$ cat config.mk
export PLATFORM = sky130hd
export DESIGN_NAME = pixel_luma_offset_via_yuv_unit
export DESIGN_NICKNAME = d
export VERILOG_FILES = /design/src/plyuv_pkg.sv /design/src/plyuv_datapath.sv /design/src/pixel_luma_offset_via_yuv_unit.sv
export SDC_FILE = /design/constraint.sdc
export NUM_CORES = 2
export LEC_CHECK = 0
export BUFFER_PORTS_ARGS = -buffer_cell sky130_fd_sc_hd__buf_2
export CORE_MARGIN = 3
export CORE_UTILIZATION = 55
export CTS_CLUSTER_SIZE = 16
export DETAILED_ROUTE_END_ITERATION = 8
export PLACE_DENSITY = 0.83
export SLEW_MARGIN = 40
export SYNTH_ARGS = -nofsm -noshare
export SYNTH_HDL_FRONTEND = slang
export SYNTH_HIERARCHICAL = 1
export SYNTH_SLANG_ARGS = --single-unit
$ cat constraint.sdc
create_clock -name clk -period 8.5 [get_ports clk]
set_input_delay 1.7 -clock clk [delete_from_list [all_inputs] [get_ports clk]]
set_output_delay 1.7 -clock clk [all_outputs]
set_load 0.02 [all_outputs]
$ cat src/plyuv_pkg.sv
// Shared constants, types and helpers for the luma offset pixel unit.
// Fixed-point coefficients for the RGB/YUV round trip; no dependencies.
package plyuv_pkg;

    localparam int COEF_FRAC_BITS = 16;
    localparam int SUM_W          = COEF_FRAC_BITS + 12;
    localparam int STAGES         = 4;
    localparam int LUMA_CAP       = 235;

    typedef logic signed [SUM_W-1:0] sum_t;
    typedef logic [7:0]              byte_t;
    typedef logic signed [8:0]       diff_t;

    typedef struct packed {
        logic [STAGES-1:0] load;
    } pipe_ctl_t;

    // round(c * 2^COEF_FRAC_BITS), half up
    localparam sum_t K_YR = sum_t'(((longint'(299)    << COEF_FRAC_BITS) + 500)    / 1000);
    localparam sum_t K_YG = sum_t'(((longint'(587)    << COEF_FRAC_BITS) + 500)    / 1000);
    localparam sum_t K_YB = sum_t'(((longint'(114)    << COEF_FRAC_BITS) + 500)    / 1000);
    localparam sum_t K_UR = sum_t'(((longint'(14713)  << COEF_FRAC_BITS) + 50000) / 100000);
    localparam sum_t K_UG = sum_t'(((longint'(28886)  << COEF_FRAC_BITS) + 50000) / 100000);
    localparam sum_t K_UB = sum_t'(((longint'(436)    << COEF_FRAC_BITS) + 500)    / 1000);
    localparam sum_t K_VR = sum_t'(((longint'(615)    << COEF_FRAC_BITS) + 500)    / 1000);
    localparam sum_t K_VG = sum_t'(((longint'(51499)  << COEF_FRAC_BITS) + 50000) / 100000);
    localparam sum_t K_VB = sum_t'(((longint'(10001)  << COEF_FRAC_BITS) + 50000) / 100000);
    localparam sum_t K_RV = sum_t'(((longint'(113983) << COEF_FRAC_BITS) + 50000) / 100000);
    localparam sum_t K_GU = sum_t'(((longint'(39465)  << COEF_FRAC_BITS) + 50000) / 100000);
    localparam sum_t K_GV = sum_t'(((longint'(58060)  << COEF_FRAC_BITS) + 50000) / 100000);
    localparam sum_t K_BU = sum_t'(((longint'(203211) << COEF_FRAC_BITS) + 50000) / 100000);
    localparam sum_t OFS_128 = sum_t'(longint'(128) << COEF_FRAC_BITS);

    // clamp a scaled sum to a byte, dropping the fraction
    function automatic byte_t to_byte(input sum_t s);
        sum_t  sh;
        byte_t res;
        sh = s >>> COEF_FRAC_BITS;
        if (s < 0)
        begin
            res = 8'd0;
        end
        else if (sh > sum_t'(255))
        begin
            res = 8'd255;
        end
        else
        begin
            res = sh[7:0];
        end
        return res;
    endfunction

endpackage

$ cat src/plyuv_datapath.sv
// Four-stage datapath: RGB to YUV sums, luma adjust, YUV to RGB sums, byte clamp.
// Uses plyuv_pkg; stage loads come from the pipeline control in the top level.
module plyuv_datapath
    import plyuv_pkg::*;
(
    input  logic      clk,
    input  pipe_ctl_t ctl,
    input  logic [31:0] in_data,   // chan0, chan1, chan2, chan3
    input  logic      in_last,
    input  byte_t     luma_offset,
    output logic [31:0] out_data,  // out0, out1, out2, out3
    output logic      out_last
);

    // stage 1: forward sums
    sum_t  ysum_reg, usum_reg, vsum_reg;
    byte_t a1_reg;
    logic  l1_reg;
    // stage 2: adjusted luma and chroma differences
    byte_t luma_reg;
    diff_t du_reg, dv_reg;
    byte_t a2_reg;
    logic  l2_reg;
    // stage 3: inverse sums
    sum_t  rsum_reg, gsum_reg, bsum_reg;
    byte_t a3_reg;
    logic  l3_reg;
    // stage 4: output
    logic [31:0] out_reg;
    logic  l4_reg;

    sum_t  r_in, g_in, b_in;
    sum_t  ysum_next, usum_next, vsum_next;
    byte_t y_b, u_b, v_b;
    logic [8:0] lsum;
    byte_t luma_next;
    diff_t du_next, dv_next;
    sum_t  yf, du_x, dv_x;
    sum_t  rsum_next, gsum_next, bsum_next;

    always_comb
    begin
        r_in = sum_t'(in_data[7:0]);
        g_in = sum_t'(in_data[15:8]);
        b_in = sum_t'(in_data[23:16]);
        ysum_next = K_YR * r_in + K_YG * g_in + K_YB * b_in;
        usum_next = OFS_128 - K_UR * r_in - K_UG * g_in + K_UB * b_in;
        vsum_next = OFS_128 + K_VR * r_in - K_VG * g_in - K_VB * b_in;

        y_b  = to_byte(ysum_reg);
        u_b  = to_byte(usum_reg);
        v_b  = to_byte(vsum_reg);
        lsum = {1'b0, y_b} + {1'b0, luma_offset};
        luma_next = (lsum > 9'(LUMA_CAP)) ? 8'(LUMA_CAP) : lsum[7:0];
        du_next = $signed({1'b0, u_b} - 9'd128);
        dv_next = $signed({1'b0, v_b} - 9'd128);

        yf   = sum_t'(luma_reg) <<< COEF_FRAC_BITS;
        du_x = sum_t'(du_reg);
        dv_x = sum_t'(dv_reg);
        rsum_next = yf + K_RV * dv_x;
        gsum_next = yf - K_GU * du_x - K_GV * dv_x;
        bsum_next = yf + K_BU * du_x;
    end

    always_ff @(posedge clk)
    begin
        if (ctl.load[0])
        begin
            ysum_reg <= ysum_next;
            usum_reg <= usum_next;
            vsum_reg <= vsum_next;
            a1_reg   <= in_data[31:24];
            l1_reg   <= in_last;
        end
        if (ctl.load[1])
        begin
            luma_reg <= luma_next;
            du_reg   <= du_next;
            dv_reg   <= dv_next;
            a2_reg   <= a1_reg;
            l2_reg   <= l1_reg;
        end
        if (ctl.load[2])
        begin
            rsum_reg <= rsum_next;
            gsum_reg <= gsum_next;
            bsum_reg <= bsum_next;
            a3_reg   <= a2_reg;
            l3_reg   <= l2_reg;
        end
        if (ctl.load[3])
        begin
            out_reg <= {a3_reg, to_byte(bsum_reg), to_byte(gsum_reg), to_byte(rsum_reg)};
            l4_reg  <= l3_reg;
        end
    end

    assign out_data = out_reg;
    assign out_last = l4_reg;

endmodule

$ cat src/pixel_luma_offset_via_yuv_unit.sv
// Top level: stream pixel unit that shifts luma through a YUV round trip.
// An accepted item moves through four register stages to output valid (the first loads at
// the accepting edge); throughput 1 item per cycle when the output is not stalled.
// Four register stages each hold one item; a stalled output backs up stage by stage.
// Reset (rst_n low, async) empties the pipeline and sets luma_offset to 0.
// Uses plyuv_pkg and plyuv_datapath.
module pixel_luma_offset_via_yuv_unit
    import plyuv_pkg::*;
(
    input  logic        clk,
    input  logic        rst_n,
    input  logic        s_tvalid,
    output logic        s_tready,
    input  logic [31:0] s_tdata,   // chan0, chan1, chan2, chan3
    input  logic        s_tlast,   // last_in
    output logic        m_tvalid,
    input  logic        m_tready,
    output logic [31:0] m_tdata,   // out0, out1, out2, out3
    output logic        m_tlast,   // last_out
    input  logic        cfg_valid,
    output logic        cfg_ready,
    input  logic [7:0]  cfg_data   // luma_offset
);

    logic [STAGES-1:0] vld_reg, vld_next;
    logic [STAGES-1:0] rdy;
    byte_t     luma_offset_reg;
    pipe_ctl_t ctl;

    always_comb
    begin
        rdy[STAGES-1] = !vld_reg[STAGES-1] || m_tready;
        for (int i = STAGES - 2; i >= 0; i--)
        begin
            rdy[i] = !vld_reg[i] || rdy[i+1];
        end
        ctl.load = rdy;
        vld_next = vld_reg;
        if (rdy[0])
        begin
            vld_next[0] = s_tvalid;
        end
        for (int i = 1; i < STAGES; i++)
        begin
            if (rdy[i])
            begin
                vld_next[i] = vld_reg[i-1];
            end
        end
    end

    always_ff @(posedge clk or negedge rst_n)
    begin
        if (!rst_n)
        begin
            vld_reg         <= '0;
            luma_offset_reg <= '0;
        end
        else
        begin
            vld_reg <= vld_next;
            if (cfg_valid && cfg_ready)
            begin
                luma_offset_reg <= cfg_data;
            end
        end
    end

    plyuv_datapath u_dp
    (
        .clk         (clk),
        .ctl         (ctl),
        .in_data     (s_tdata),
        .in_last     (s_tlast),
        .luma_offset (luma_offset_reg),
        .out_data    (m_tdata),
        .out_last    (m_tlast)
    );

    assign s_tready  = rdy[0];
    assign m_tvalid  = vld_reg[STAGES-1];
    assign cfg_ready = 1'b1;

    a_accept_fills: assert property (@(posedge clk) disable iff (!rst_n)
        s_tvalid && s_tready |=> vld_reg[0])
        else $error("accepted item missing from first stage");

    a_empty_ready: assert property (@(posedge clk) disable iff (!rst_n)
        !vld_reg[0] |-> s_tready)
        else $error("empty first stage refuses input");

    a_stall_holds: assert property (@(posedge clk) disable iff (!rst_n)
        vld_reg[STAGES-1] && !m_tready && vld_reg[STAGES-2] |=>
            vld_reg[STAGES-1] && vld_reg[STAGES-2])
        else $error("stalled item dropped inside pipeline");

endmodule
==> run summary <==
Core box area = 0.05924 sq mm
CP Data Arrival Time = 10,460 ps
Drt wl/cell = 18.64 um
Site row count = 89
WL met2 = 41,850 um
Failing checks = negative setup slack
Detailed placement HPWL = 72,340 um
Nets = 4,954
Async set-reset flop share out of synthesis = 7.407%
CTS tree = built
Number of iterations in the first detailed-routing pass = 6
Post-DRT Antenna Nets = 0
Syn Std Cell Area = 0.03309 sq mm
First-pass GRT wire length = 135,200 um
Most frequent cells in the layout = ha_1 (774), inv_1 (720), fa_1 (377), buf_4 (292), nor2_1 (199)
Max Fclk = 0.09724 GHz
Skew-Pair Late Insertion Delay = 440 ps
Initial core utilization = 55.86%
Crit-path slowest cell = fa_2
CTS buffer count = 17
Final WS setup = -1784 ps
Commonest non-fill, non-tap cell in the layout = ha_1
# clock sinks = 162
CP Class = in2reg
DRT iter0 DRCs = 1,364
Worst path most repeated cell = fa_1
Final setup violating endpoints = 15
Die Y = 251.3 um
RSZ-0062 raised after global routing = yes
Grt ovf = 0
Synth cell types = 79
Fin. Hold Viols = 0
Max clock buf depth = 2
Warning count from the yosys run = 6
CTS Root Cell = clkbuf_16
Met3 WL = 4395 um
Largest net degree at the start of global routing = 42
Max-cap violations = 0
Status = finished, violations left
Htree depth = 4
Max Slew Vio Count = 0
Fillers = 4,428
Global Route Usage Sum = 26.97%
Max reg flops = 32
Remaining DRCs = 0
Yosys reg bits = 162
Placer Congestion = 0.9850
Placed Instances = 4,469
Die area = 0.06315 sq mm
Non-filler cells, final = 4,522
Startpoint types = input pin
Register area share after synthesis = 14.52%
Crit share post-route = 121.0%
Cts hold-fix bufs = 0
CP endpoint kind = flop
Area Overhead vs Synth = 14.44%
Vias = 25,180
Post-synth EDFFs = 150
Vias per std cell = 5.567
Antenna Cells = 0
Setup Skew = 14.50 ps
Max stage delay on crit path = 580 ps
Net Count, Synth = 4,576
Critical path required time = 8680 ps
Worst Tran Pin Value = 779.3 ps
Top sig layer = met4
Cells after synthesis = 3,358
Period minus WS final = 10,280 ps
Die Width = 251.3 um
Initial antenna violation count = 0
Relative slew slack = 47.67%
Layout cells sized above 1 = 14.56%
CTS clk-pin slew, worst paths = 80 ps
Type of the worst min-delay path = reg2reg
Critical path fanouts, max = 4
DRT met1 WL = 32,390 um
Primary FF master, synth = edfxtp_1
Port Buffers = 80
Vias in the first global route = 26,760
Routed WL = 84,270 um
Mean post-synth cell area = 9.855 sq um
I/O pins = 82
per-layer routing:
layer,vias to the layer above,global-route usage [%]
li1,11940,-
met1,12160,30.98
met2,814,48.18
met3,262,3.952
met4,0,15.32
met5,-,0
path summary, 6_finish.rpt:
kind / startpoint / end / slack, ps / cells past startpoint
setup / recovery: s_tdata[12] / u_dp/vsum_reg[25] / -1780 / 34
min in group asynchronous: rst_n / vld_reg[3] / 1120 / 1
hold reg to reg: u_dp/a2_reg[2] / u_dp/a3_reg[2] / 420 / 0
hold / removal: u_dp/a2_reg[2] / u_dp/a3_reg[2] / 420 / 0
setup reg to reg: u_dp/dv_reg[6] / u_dp/rsum_reg[26] / 750 / 27
max in group asynchronous: rst_n / luma_offset_reg[7] / 7160 / 1
worst max-delay path, delay by kind of cell:
family / cells / cell delay [ps]
XOR/XNOR: 2 / 320
buffers and inverters: 7 / 430
AO/OA/AOI/OAI: 10 / 2120
adder cells (fa/ha/maj): 12 / 5100
AND/OR/NAND/NOR: 3 / 800
area by class of cell:
cell class	instances	area, sq um	area share [%]
Multi-Input combinational cell	2442	25980	68.61
Inverter	736	2771	7.318
Clock inverter	15	207.7	0.5484
Sequential cell	162	4805	12.69
Tap cell	773	967.2	2.554
Timing Repair Buffer	377	2711	7.159
Clock buffer	17	425.4	1.123
stage by stage:
step	util, %	setup TNS [ps]	hold WS [ps]	cell area (sq um)	setup slack [ps]
2_1_floorplan	-	-12650	400.3	33270	-1808
3_3_place_gp	61.85	-25040	400.8	36640	-2195
5_1_grt	63.93	-19460	415.7	37870	-2030
4_1_cts	63.65	-12940	417.8	37710	-1575
6_report	63.93	-15610	415.0	37870	-1784
3_5_place_dp	61.85	-28000	405.4	36640	-2382
synthesized netlist by cell type, types with 18 or more instances:
master / n / area (sq um)
o21bai_1: 34 / 255.2
a21oi_1: 152 / 760.7
xnor2_1: 139 / 1217
nand3_1: 37 / 185.2
fa_1: 380 / 7607
a21o_1: 62 / 465.5
nor2_1: 201 / 754.5
nand2_1: 98 / 367.9
nor2b_1: 23 / 143.9
or2_2: 28 / 175.2
nand2b_1: 25 / 156.4
xor2_1: 80 / 700.7
and3_1: 18 / 112.6
ha_1: 792 / 9910
o21ai_0: 69 / 345.3
a211oi_1: 18 / 135.1
nor3_1: 58 / 290.3
inv_1: 736 / 2763
edfxtp_1: 150 / 4504
o21a_1: 26 / 195.2
cells by family after synthesis:
logic type	synth area share (%)
adders and majority gates	52.93
buffers and inverters	8.586
and+or+nand+nor	7.936
AOI/OAI and AO/OA	9.796
xor gates and xnor gates	5.796
DFF	14.52
muxes	0.4272
other	0.01133
repair_timing:
item,4_1_cts,5_1_grt
gates resized for setup,77,20
pin swaps,37,10
setup buffers,14,7
setup endpoints to repair,19,19
Power is not shown: default switching activity piles up to over one toggle a cycle in this logic, so the estimate is an artifact.
